<file path="src/hdl/pta_pkg.sv">
`timescale 1ns / 1ps
`default_nettype none
// ----------------------------------------------------------------------------
// pta_pkg: shared types and constants of the pixel tone adjuster
// Mode and register codes, configuration bundle, pipeline advance bundle and
// the fixed-point constants of the divide-by-100 stage.
// ----------------------------------------------------------------------------
package pta_pkg;

  typedef enum logic [1:0] {
    MODE_PASS     = 2'd0,
    MODE_BRIGHT   = 2'd1,
    MODE_CONTRAST = 2'd2,
    MODE_GAMMA    = 2'd3
  } pta_mode_t;

  typedef enum logic [1:0] {
    REG_MODE      = 2'd0,
    REG_BRIGHT    = 2'd1,
    REG_CONTRAST  = 2'd2,
    REG_HAS_ALPHA = 2'd3
  } pta_reg_t;

  typedef enum logic {
    OP_PIXEL     = 1'b0,
    OP_TABLE_WR  = 1'b1
  } pta_op_t;

  typedef struct packed {
    pta_mode_t          mode;
    logic signed [7:0]  bright;
    logic signed [10:0] contrast;
  } pta_cfg_t;

  // Load enables of the three lane stages.
  typedef struct packed {
    logic ld1;
    logic ld2;
    logic ld3;
  } pta_adv_t;

  localparam logic [7:0]  LEVEL_MAX    = 8'd255;
  localparam logic [12:0] MID_LEVEL    = 13'd127;
  localparam logic [10:0] PCT_FULL     = 11'd255;
  // floor(x/100) == (x*167773) >> 24 for every x below 199728.
  localparam logic [17:0] DIV100_RECIP = 18'd167773;
  localparam int          DIV100_SHIFT = 24;

endpackage
`default_nettype wire

</file>
<file path="src/hdl/pta_flow.sv">
`timescale 1ns / 1ps
`default_nettype none
// ----------------------------------------------------------------------------
// pta_flow: pipeline occupancy and handshake control
// Tracks the valid bit of each of the three lane stages and lets a stage
// load whenever it is empty or the stage ahead of it moves on.
// ----------------------------------------------------------------------------
module pta_flow (
  input  wire logic              clk,
  input  wire logic              rst_n,
  input  wire logic              in_tvalid,
  input  wire logic              is_pixel,
  output logic                   in_tready,
  output logic                   out_tvalid,
  input  wire logic              out_tready,
  output pta_pkg::pta_adv_t      adv
);
  import pta_pkg::*;

  logic v1_r, v2_r, v3_r;
  logic v1_nxt, v2_nxt, v3_nxt;

  always_comb begin
    adv.ld3 = !v3_r || out_tready;
    adv.ld2 = !v2_r || adv.ld3;
    adv.ld1 = !v1_r || adv.ld2;
    in_tready = adv.ld1;
    v1_nxt = adv.ld1 ? (in_tvalid && is_pixel) : v1_r;
    v2_nxt = adv.ld2 ? v1_r : v2_r;
    v3_nxt = adv.ld3 ? v2_r : v3_r;
  end

  always_ff @(posedge clk) begin
    if (!rst_n) begin
      v1_r <= 1'b0;
      v2_r <= 1'b0;
      v3_r <= 1'b0;
    end else begin
      v1_r <= v1_nxt;
      v2_r <= v2_nxt;
      v3_r <= v3_nxt;
    end
  end

  assign out_tvalid = v3_r;

endmodule
`default_nettype wire

</file>
<file path="config.mk">
export PLATFORM = sky130hd
export DESIGN_NAME = pta_flow
export DESIGN_NICKNAME = d
export VERILOG_FILES = /design/src/hdl/pta_pkg.sv /design/src/hdl/pta_flow.sv
export SDC_FILE = /design/constraint.sdc
export NUM_CORES = 1
export LEC_CHECK = 0
export ABC_AREA = 1
export BUFFER_PORTS_ARGS = -buffer_cell sky130_fd_sc_hd__buf_2
export CAP_MARGIN = 20
export CELL_PAD_IN_SITES_DETAIL_PLACEMENT = 1
export CELL_PAD_IN_SITES_GLOBAL_PLACEMENT = 2
export CORE_AREA = 2 2 39 41
export DETAILED_ROUTE_END_ITERATION = 8
export DIE_AREA = 0 0 41 43
export GPL_TIMING_DRIVEN = 0
export PLACE_DENSITY = 0.56
export RECOVER_POWER = 25
export SLEW_MARGIN = 20
export SYNTH_ARGS = -nofsm -noshare
export SYNTH_HDL_FRONTEND = slang
export SYNTH_SLANG_ARGS = --single-unit
export TNS_END_PERCENT = 5
</file>
<file path="constraint.sdc">
create_clock -name clk -period 1 [get_ports clk]
set_clock_uncertainty 0.05 [all_clocks]
set_input_delay 0.2 -clock clk [delete_from_list [all_inputs] [get_ports clk]]
set_output_delay 0.2 -clock clk [all_outputs]
set_load 0.02 [all_outputs]
</file>
==> summary by stage <==
Worst setup path
The dominant delay contributor by cell family on the critical path is flip-flops. The most critical setup path has its startpoint at v2_r. The critical path in this run is classified as reg -> out.

The worst stage delay on the critical path is 0.35 ns. Of all nets on the critical path, the largest fanout is 3. The number of buffer and inverter instances along the worst setup path is 2. The kind of start point of the critical path is a flop. STA puts the critical path data arrival time at 0.94 ns. The kind of capture point of the worst setup path is a primary output. The cell occurring most often along the worst timing path is sky130_fd_sc_hd__buf_6. Traced cell by cell, the critical path runs through nand4_4 -> buf_6 -> buf_6. For this design, the slowest cell found on the critical path is sky130_fd_sc_hd__dfxtp_4. In this run the critical register-to-register path is launched from v2_r. At the worst endpoint, the required time is 0.75 ns.

STA
The worst-case headroom to the max-slew limit is 0.906. The time the final worst path needs with I/O delays and setup is 1.19 ns. In the post-route analysis, the smallest setup slack over all paths is -0.193 ns. The max-slew violation count came to 0. The number of setup violations in the final report is 4. The share of the clock period used by the worst path after layout is 1.19.

Final hold analysis gives a worst-case slack of 0.166 ns. The number of failing hold endpoints at the final stage is 0. For the pin with the worst max-slew slack, the measured transition is 0.141 ns. Setup repair after global routing could not meet its margin everywhere.

Timing would allow up to 838 MHz.

Run status
The checks that failed: setup timing. The run finished, with violations left.

Clock tree
Clock tree synthesis selected as its root buffer the cell sky130_fd_sc_hd__clkbuf_4. The number of clock buffers inserted by TritonCTS is 3. After clock tree synthesis, the flow added hold-fix buffers numbering 0. The number of levels in the clock H-tree is 1.

The clock reaches the later pin of the worst-skew pair after 0.23 ns. The clock sink count is 3. The TritonCTS clock tree is yes. The clock passes through at most 2 buffers. The clock-pin transition on the worst setup and hold timing paths is 0.04 ns.

Logic synthesis
Yosys mapped the design onto 7 distinct sky130hd cell types. Summed over all instances, the cell type with the most area after synthesis is sky130_fd_sc_hd__dfxtp_1. The number of nets in the synthesized netlist is 20.

The synthesized area per cell is 8.17 um2. The mapped cell area is 123 um2. The cell count after synthesis came out at 15. Counting flops and latches in the post-synthesis netlist gives 3.

For this run, the register share of the synthesized area comes to 0.490. During synthesis, Yosys emitted a total of 0 warnings. Sorting the synthesized cells by area gives the leading types as sky130_fd_sc_hd__dfxtp_1, sky130_fd_sc_hd__a21oi_1, sky130_fd_sc_hd__inv_1. The share of synthesized area in the top cell type comes to 0.490.

Power and ir drop
For this design the ratio of total power to cell area is 1370 nW/um2. The post-route total power is 360 uW. Of the total power, registers draw 0.349.

The power share of the combinational group is 0.064. The switching power is 78.0 uW. The leakage power figure is 0.117 nW. VDD sags by at most 0.313 mV. The switching share of power is 0.217.

The share of power burned in the clock network is 0.588. The internal portion of total power is 282 uW.

Drt
In the detailed route, the total length drawn on met2 is 136 um. The residual DRC count is 0. The routed wirelength normalized by instance count is 7.87 um. The detailed-route wire length on metal 1 is 150 um.

In this run, the number of DRC markers left after iteration 0 of detailed routing was 3. The total number of vias is 150. After detailed routing, the total wire length is 354 um. The pre-antenna-repair detailed-routing pass consisted of 2 iterations. The top metal layer carrying routed signals is met4. The residual antenna-violating net count after detailed routing is 0. Using the TritonRoute via totals, the vias-per-cell ratio works out to 3.33. Detailed routing placed a total of 52 um of wire on met3.

Job
Max-cap violations in this run came to 0.

Final layout
In the layout the commonest cells are sky130_fd_sc_hd__buf_2, sky130_fd_sc_hd__inv_1, sky130_fd_sc_hd__buf_6. Relative to the synthesized area, the layout overhead comes to 113%. In the final layout, the share of cells above drive strength 1 is 0.621. The post-route non-filler standard cell count is 45. The count of antenna diodes in the layout is 0. The library cell used most frequently in the layout, excluding fill and tap cells, is sky130_fd_sc_hd__buf_2.

The layout net count is 35. The post-route cell area is 262 um2.

Die
The total area inside the core boundary comes to 1380 um2. The initial core utilization is 0.0886. The number of standard-cell rows in the floorplan is 14. The die is 43 um tall. Pin placement for this block handled 10 I/O pins. The die covers 1760 um2. The die span in x is 41 um.

Global routing
Across every metal layer, demand over resource in global routing totals 0.0601. The initial antenna violation count was 0. The first global-routing pass estimated 614 um of wire. The via count of the first global-routing pass is 173. The maximum number of pins on one net before global-route repair is 5.

The total congestion overflow after global routing is 0.

Placement
The count of port buffers added during placement is 9. After detailed placement, the total cell area comes to 200 um2. The post-place setup slack is -0.0463 ns. The placed instance count is 40. The congestion estimate from routability-driven global placement came to 0.494.

Worst hold path
The startpoint of the lowest-slack hold path is is_pixel. In this run the worst hold path is classified as in -> reg.
-- layout make-up --
class                      count  area (um2)
buffer                         1        11.3
clock buffer                   4        26.3
fill                         171        1120
inverter                       4        15.0
multi-input combinational      7        48.8
sequential                     3        68.8
tap                           16        20.0
timing repair buffer          10        71.3
-- stage by stage --
stage / util / setup TNS, ns
floorplan: - / 0
global placement: 0.145 / -0.0326
detailed placement: 0.145 / -0.0463
CTS: 0.184 / -0.559
global route: 0.189 / -0.709
finish: 0.189 / -0.531
-- cells in the mapped netlist --
| cell type | number |
|---|---|
| sky130_fd_sc_hd__nand4_2 | 1 |
| sky130_fd_sc_hd__nand2_1 | 2 |
| sky130_fd_sc_hd__dfxtp_1 | 3 |
| sky130_fd_sc_hd__nand3_1 | 1 |
| sky130_fd_sc_hd__buf_4 | 1 |
| sky130_fd_sc_hd__a21oi_1 | 3 |
| sky130_fd_sc_hd__inv_1 | 4 |
-- final timing paths --
path                            cells after the start  slack [ns]  endpoint
worst max-delay path                                3       -0.19    adv[2]
worst min-delay path                                3        0.17      v1_r
worst min register to register                      2        0.42      v2_r
worst max register to register                      3        0.16      v1_r
-- cell families (layout without fill, tap and decap cells) --
kind of cell | Yosys count | count (layout) | synth area share
AND/OR/NAND/NOR | 4 | 4 | 0.204
flip-flops | 3 | 3 | 0.490
AO/OA/AOI/OAI | 3 | 3 | 0.122
buffers and inverters | 5 | 19 | 0.184
-- worst reg2reg max path, cell delays in order (launching register included) --
cell                      delay, ns
sky130_fd_sc_hd__dfxtp_4       0.35
sky130_fd_sc_hd__nand4_4       0.11
sky130_fd_sc_hd__buf_4         0.15
sky130_fd_sc_hd__a21oi_1       0.10
-- state kept, by name, indices dropped and copies added (netlist names) --
name / cells
out_tvalid: 1
v1_r: 1
v2_r: 1
-- timing repair --
item	in CTS	in global routing
buffers inserted	1	0
pin swaps	1	0
setup endpoints to repair	5	5
gates resized for setup	8	2
-- power by group through the flow --
stage          Sequential (mW)  Clock, mW  Combinational, mW
5_1_grt                  0.126      0.237             0.0257
4_1_cts                  0.127      0.223             0.0222
6_report                 0.125      0.211             0.0228
3_5_place_dp             0.128          0             0.0208
2_1_floorplan            0.129          0            0.00909
3_3_place_gp             0.128          0             0.0198
-- routing by layer --
layer | global-route usage | vias up
met4 | 0.0800 | 0
met5 | 0 | -
met2 | 0.0750 | 12
met3 | 0.0471 | 2
met1 | 0.0479 | 61
li1 | - | 75
Power figures use the tool's default switching activity.
