**config.mk**
```make
export PLATFORM = sky130hd
export DESIGN_NAME = pta_lane
export DESIGN_NICKNAME = d
export VERILOG_FILES = /design/src/hdl/pta_pkg.sv /design/src/hdl/pta_lane.sv
export SDC_FILE = /design/constraint.sdc
export NUM_CORES = 2
export LEC_CHECK = 0
export BUFFER_PORTS_ARGS = -buffer_cell sky130_fd_sc_hd__buf_4
export CAP_MARGIN = 25
export CORE_UTILIZATION = 25
export CTS_CLUSTER_SIZE = 8
export DETAILED_ROUTE_END_ITERATION = 8
export GPL_TIMING_DRIVEN = 0
export HOLD_SLACK_MARGIN = 0.06
export PLACE_DENSITY_LB_ADDON = 0.1
export RECOVER_POWER = 50
export SETUP_SLACK_MARGIN = 0.1
export SLEW_MARGIN = 5
export SYNTH_ARGS = -nofsm -noshare
export SYNTH_HDL_FRONTEND = slang
export SYNTH_SLANG_ARGS = --single-unit
export TNS_END_PERCENT = 10
```
**constraint.sdc**
```tcl
create_clock -name clk -period 23.9 [get_ports clk]
set_input_delay 4.78 -clock clk [delete_from_list [all_inputs] [get_ports clk]]
set_output_delay 4.78 -clock clk [all_outputs]
set_load 0.01 [all_outputs]
```
**src/hdl/pta_pkg.sv**
```systemverilog
`timescale 1ns / 1ps
`default_nettype none
// ----------------------------------------------------------------------------
// pta_pkg: shared types and constants of the pixel tone adjuster
// Mode and register codes, configuration bundle, pipeline advance bundle and
// the fixed-point constants of the divide-by-100 stage.
// ----------------------------------------------------------------------------
package pta_pkg;

  typedef enum logic [1:0] {
    MODE_PASS     = 2'd0,
    MODE_BRIGHT   = 2'd1,
    MODE_CONTRAST = 2'd2,
    MODE_GAMMA    = 2'd3
  } pta_mode_t;

  typedef enum logic [1:0] {
    REG_MODE      = 2'd0,
    REG_BRIGHT    = 2'd1,
    REG_CONTRAST  = 2'd2,
    REG_HAS_ALPHA = 2'd3
  } pta_reg_t;

  typedef enum logic {
    OP_PIXEL     = 1'b0,
    OP_TABLE_WR  = 1'b1
  } pta_op_t;

  typedef struct packed {
    pta_mode_t          mode;
    logic signed [7:0]  bright;
    logic signed [10:0] contrast;
  } pta_cfg_t;

  // Load enables of the three lane stages.
  typedef struct packed {
    logic ld1;
    logic ld2;
    logic ld3;
  } pta_adv_t;

  localparam logic [7:0]  LEVEL_MAX    = 8'd255;
  localparam logic [12:0] MID_LEVEL    = 13'd127;
  localparam logic [10:0] PCT_FULL     = 11'd255;
  // floor(x/100) == (x*167773) >> 24 for every x below 199728.
  localparam logic [17:0] DIV100_RECIP = 18'd167773;
  localparam int          DIV100_SHIFT = 24;

endpackage
`default_nettype wire

```
**src/hdl/pta_lane.sv**
```systemverilog
`timescale 1ns / 1ps
`default_nettype none
// ----------------------------------------------------------------------------
// pta_lane: tone adjustment of one 8-bit component
// Stage 1 forms the signed product and reads this lane's copy of the gamma
// table, stage 2 divides the magnitude by 100, stage 3 adds, clamps, selects.
// ----------------------------------------------------------------------------
module pta_lane (
  input  wire logic              clk,
  input  wire pta_pkg::pta_cfg_t cfg,
  input  wire pta_pkg::pta_adv_t adv,
  input  wire logic              force_max,
  input  wire logic              tbl_wr_en,
  input  wire logic [7:0]        tbl_wr_addr,
  input  wire logic [7:0]        tbl_wr_data,
  input  wire logic [7:0]        pix_in,
  output logic [7:0]             pix_out
);
  import pta_pkg::*;

  logic [7:0] gamma_mem [256];

  logic signed [8:0]  op_a;
  logic signed [10:0] op_b;
  logic signed [19:0] prod;
  logic [19:0]        prod_abs;

  logic [17:0] s1_mag_r;
  logic        s1_neg_r;
  logic [7:0]  s1_pix_r;
  logic [7:0]  s1_gam_r;

  logic [35:0] recip_prod;
  logic [10:0] s2_q_r;
  logic        s2_neg_r;
  logic [7:0]  s2_pix_r;
  logic [7:0]  s2_gam_r;

  logic signed [12:0] q_signed;
  logic signed [12:0] base;
  logic signed [12:0] sum;
  logic [7:0]         clamped;
  logic [7:0]         pix_out_nxt;
  logic [7:0]         pix_out_r;

  // Brightness reuses the contrast path: (b*255)/100 is added to the pixel,
  // while contrast adds (v-127)*c/100 to the midpoint.
  always_comb begin
    if (cfg.mode == MODE_BRIGHT) begin
      op_a = {cfg.bright[7], cfg.bright};
      op_b = $signed(PCT_FULL);
    end else begin
      op_a = $signed({1'b0, pix_in}) - $signed(9'd127);
      op_b = cfg.contrast;
    end
    prod     = op_a * op_b;
    prod_abs = prod[19] ? 20'(-prod) : 20'(prod);
  end

  always_ff @(posedge clk) begin
    if (tbl_wr_en) begin
      gamma_mem[tbl_wr_addr] <= tbl_wr_data;
    end
  end

  always_ff @(posedge clk) begin
    if (adv.ld1) begin
      s1_gam_r <= gamma_mem[pix_in];
      s1_mag_r <= prod_abs[17:0];
      s1_neg_r <= prod[19];
      s1_pix_r <= pix_in;
    end
  end

  assign recip_prod = s1_mag_r * DIV100_RECIP;

  always_ff @(posedge clk) begin
    if (adv.ld2) begin
      s2_q_r   <= recip_prod[DIV100_SHIFT +: 11];
      s2_neg_r <= s1_neg_r;
      s2_pix_r <= s1_pix_r;
      s2_gam_r <= s1_gam_r;
    end
  end

  always_comb begin
    q_signed = s2_neg_r ? -$signed({2'b00, s2_q_r}) : $signed({2'b00, s2_q_r});
    base = (cfg.mode == MODE_BRIGHT) ? $signed({5'd0, s2_pix_r}) : $signed(MID_LEVEL);
    sum  = base + q_signed;
    if (sum < 0) begin
      clamped = 8'd0;
    end else if (sum > $signed({5'd0, LEVEL_MAX})) begin
      clamped = LEVEL_MAX;
    end else begin
      clamped = sum[7:0];
    end
    if (force_max) begin
      pix_out_nxt = LEVEL_MAX;
    end else begin
      case (cfg.mode)
        MODE_PASS:                    pix_out_nxt = s2_pix_r;
        MODE_BRIGHT, MODE_CONTRAST:   pix_out_nxt = clamped;
        MODE_GAMMA:                   pix_out_nxt = s2_gam_r;
        default:                      pix_out_nxt = s2_pix_r;
      endcase
    end
  end

  always_ff @(posedge clk) begin
    if (adv.ld3) begin
      pix_out_r <= pix_out_nxt;
    end
  end

  assign pix_out = pix_out_r;

endmodule
`default_nettype wire

```
==> impl_metrics.toml <==
[synth]
muxShareOfSynthArea_pct = 11.9
yosys.area.top_type = "edfxtp_1"
synth_area_leaders = "edfxtp_1 69%, mux4_2 6.6%, mux2i_1 5.3%"
synth_xor_xnor_area_share_pct = 0.586
yosysMostFrequentCell = "edfxtp_1"
synth_compound_area_share_pct = 5.55
synth_ff_type = "edfxtp_1"
synth_area_per_cell_sq_um = 17.4
async_reset_ff_share_pct = 0
synth_seq_cells = 2119
synth_top_area_share_pct = 68.6
synth-seq-area-share_pct = 68.6
synthAdderAreaFrac_pct = 7.46
synth-simple-area-share_pct = 3.20
synth_area_sq_mm = 0.0927
synth_top_family_by_area = "multiplexers"
synth_nets = 5814
synth_cell_type_count = 62
yosys-top-cells-count = "2,119 x edfxtp_1, 490 x mux2i_1, 353 x nor2_1"
synth_edf_count = 2119
yosys_warnings = 0
synthCells = 5339

[routing]
routedWlPerCell_um = 31.5
drc = 0
via_per_inst = 4.75
routed_wl_um = 341000
vias = 51400
drt_iter0_drc = 5023
drtPass1Iterations = 6
drtAntennaViolNets = 0

[place]
dp_slack_ns = 9.54
place.gp.congestion = 0.822
io_buffers = 53
place_area_sq_mm = 0.101
hpwl_um = 242000

[power]
ir_drop_mv = 0.495
p_leak_nw = 36.5
power_density_mw_per_mm2 = 158
finalPower_mw = 17.1

[setup_path]
cp-start-kind = "primary input"
crit_fanout = 112
critPathMaxStageDelay_ns = 4.37
path_cells = "clkbuf_1 > clkbuf_1 > clkbuf_1"
crit_path_frequent_cell = "clkbuf_1"
endpoint_kind = "flip-flop"
cp.arrival_ns = 15.51
required_ns = 23.73
path_buf_inv = 3
path_depth = 3
criticalPathCategory = "primary input to flip-flop"
critPathTopFamily = "buffers and inverters"
crit_slowest_cell = "clkbuf_1"
r2r_cells = 19

[status]
violations = "max-capacitance violations, max-slew violations"
outcome = "complete, but fails checks"

[sta]
worst_slack_ns = 8.22
worst_slew_pin_slew_ns = 6.10
finClkSkew_ns = 0.0791
fin_crit_sh_pct = 65.6
drv_slew = 2154
slew_headroom_pct = -307
fmax_mhz = 63.8
hold_viol_final = 0
setup_violations = 0
fin_tns_setup_ns = 0
fin_crit_ns = 15.68
rsz0062_at_grt = "false"

[global_route]
grt_pass1_vias = 52500
track_usage_pct = 18.0
grt_max_degree = 118
grt_overflow = 0
antenna_found_initial = 48
grt_pass1_wl_um = 459000

[finish]
nets = 6284
drive_above_1_share_pct = 15.3
syn_to_final_growth_pct = 17.3
fin_area_sq_mm = 0.109

[clocking]
cts_sinks = 2119
clk_pin_slew_ns = 0.05
postCtsSetupBuffers = 0
cts_root_buf = "clkbuf_16"
numCtsBuffers = 305
worst_skew_pair.late_latency_ns = 0.91
htree_levels = 5
cts_tree = "done"
ctsResizeCount = 0
ctsHoldBuffers = 0
clockBufferDepth = 4

[hold_path]
worstHoldPathCells = 0
hold_path_class = "flip-flop to flip-flop"

[floorplan]
io_pins = 59
dieArea_sq_mm = 0.373
initial_core_util_pct = 25.1
core_sq_mm = 0.369
rows = 223
die_x_um = 611
die_h_um = 611

[flow_run]
cap_violations = 26
sequential cells by signal (all words and copies together) (netlist names):
register   flops
s1_pix_r       8
s1_mag_r      18
s2_pix_r       8
s1_neg_r       1
s2_gam_r       8
pix_out        8
s1_gam_r       8
gamma_mem   2048
s2_q_r        11
s2_neg_r       1
path summary, 6_finish.rpt:
path                                                     to                   start  slack [ns]
worst min register to register        s2_pix_r[3]$_DFFE_PP_   s1_pix_r[3]$_DFFE_PP_        0.42
worst max register to register          s2_q_r[9]$_DFFE_PP_  s1_mag_r[16]$_DFFE_PP_       17.57
worst min-delay path                  s2_pix_r[3]$_DFFE_PP_   s1_pix_r[3]$_DFFE_PP_        0.42
worst max-delay path            gamma_mem[248][7]$_DFFE_PP_          tbl_wr_data[7]        8.22
kinds of logic (layout without fill, tap and decap cells):
family,Yosys count,count (layout)
buf+inv,564,1075
fa+ha+maj,424,424
xor+xnor,62,62
flops,2119,2119
mux,762,762
simple gates,694,694
other cells,0,16
compound gates,714,714
through the flow:
stage / hold slack (ns) / cells / util [%]
final: 0.418 / 10800 / 29.5
after global routing: 0.419 / 10800 / 29.5
after CTS: 0.413 / 10800 / 29.5
after detailed placement: 0.405 / 10400 / 27.3
after global placement: 0.401 / 10300 / 26.9
after floorplan: 0.400 / 5339 / -
area by class of cell:
class / count / area (sq um)
buffer: 284 / 1460
timing repair buffer: 163 / 1530
clock inverter: 24 / 332
clock buffer: 324 / 7850
tap: 4950 / 6190
inverter: 280 / 1050
multi-input combinational: 2656 / 26600
sequential: 2119 / 63600
antenna: 16 / 40.0
fill: 36700 / 260000
placed cells by master (no fill, tap or decap), types with 72 or more instances in the layout:
master	synthesis	final
a211oi_1	97	93
a21oi_1	87	87
buf_4	47	125
clkbuf_1	161	175
clkbuf_16	0	312
edfxtp_1	2119	2119
fa_1	215	215
ha_1	209	209
inv_1	279	279
mux2i_1	490	490
mux4_2	271	271
nand2_1	184	184
nor2_1	353	351
o21ai_0	72	72
o221ai_1	247	247
o22ai_1	125	125
report_power, final:
part | switching [mW] | total [mW] | internal (mW)
registers | 0.0789 | 4.50 | 4.42
logic | 5.03 | 8.75 | 3.72
clock network | 1.59 | 3.90 | 2.31
total | 6.70 | 17.1 | 10.4
per-layer routing:
layer  vias to the layer above  routed length, um  GRT usage (%)
li1                      21900                  -              -
met5                         -                 33              0
met3                       394              19700           2.69
met4                         6               7630           3.92
met1                     27500             151000           25.0
met2                      1565             162000           29.6
Power figures use the tool's default switching activity.
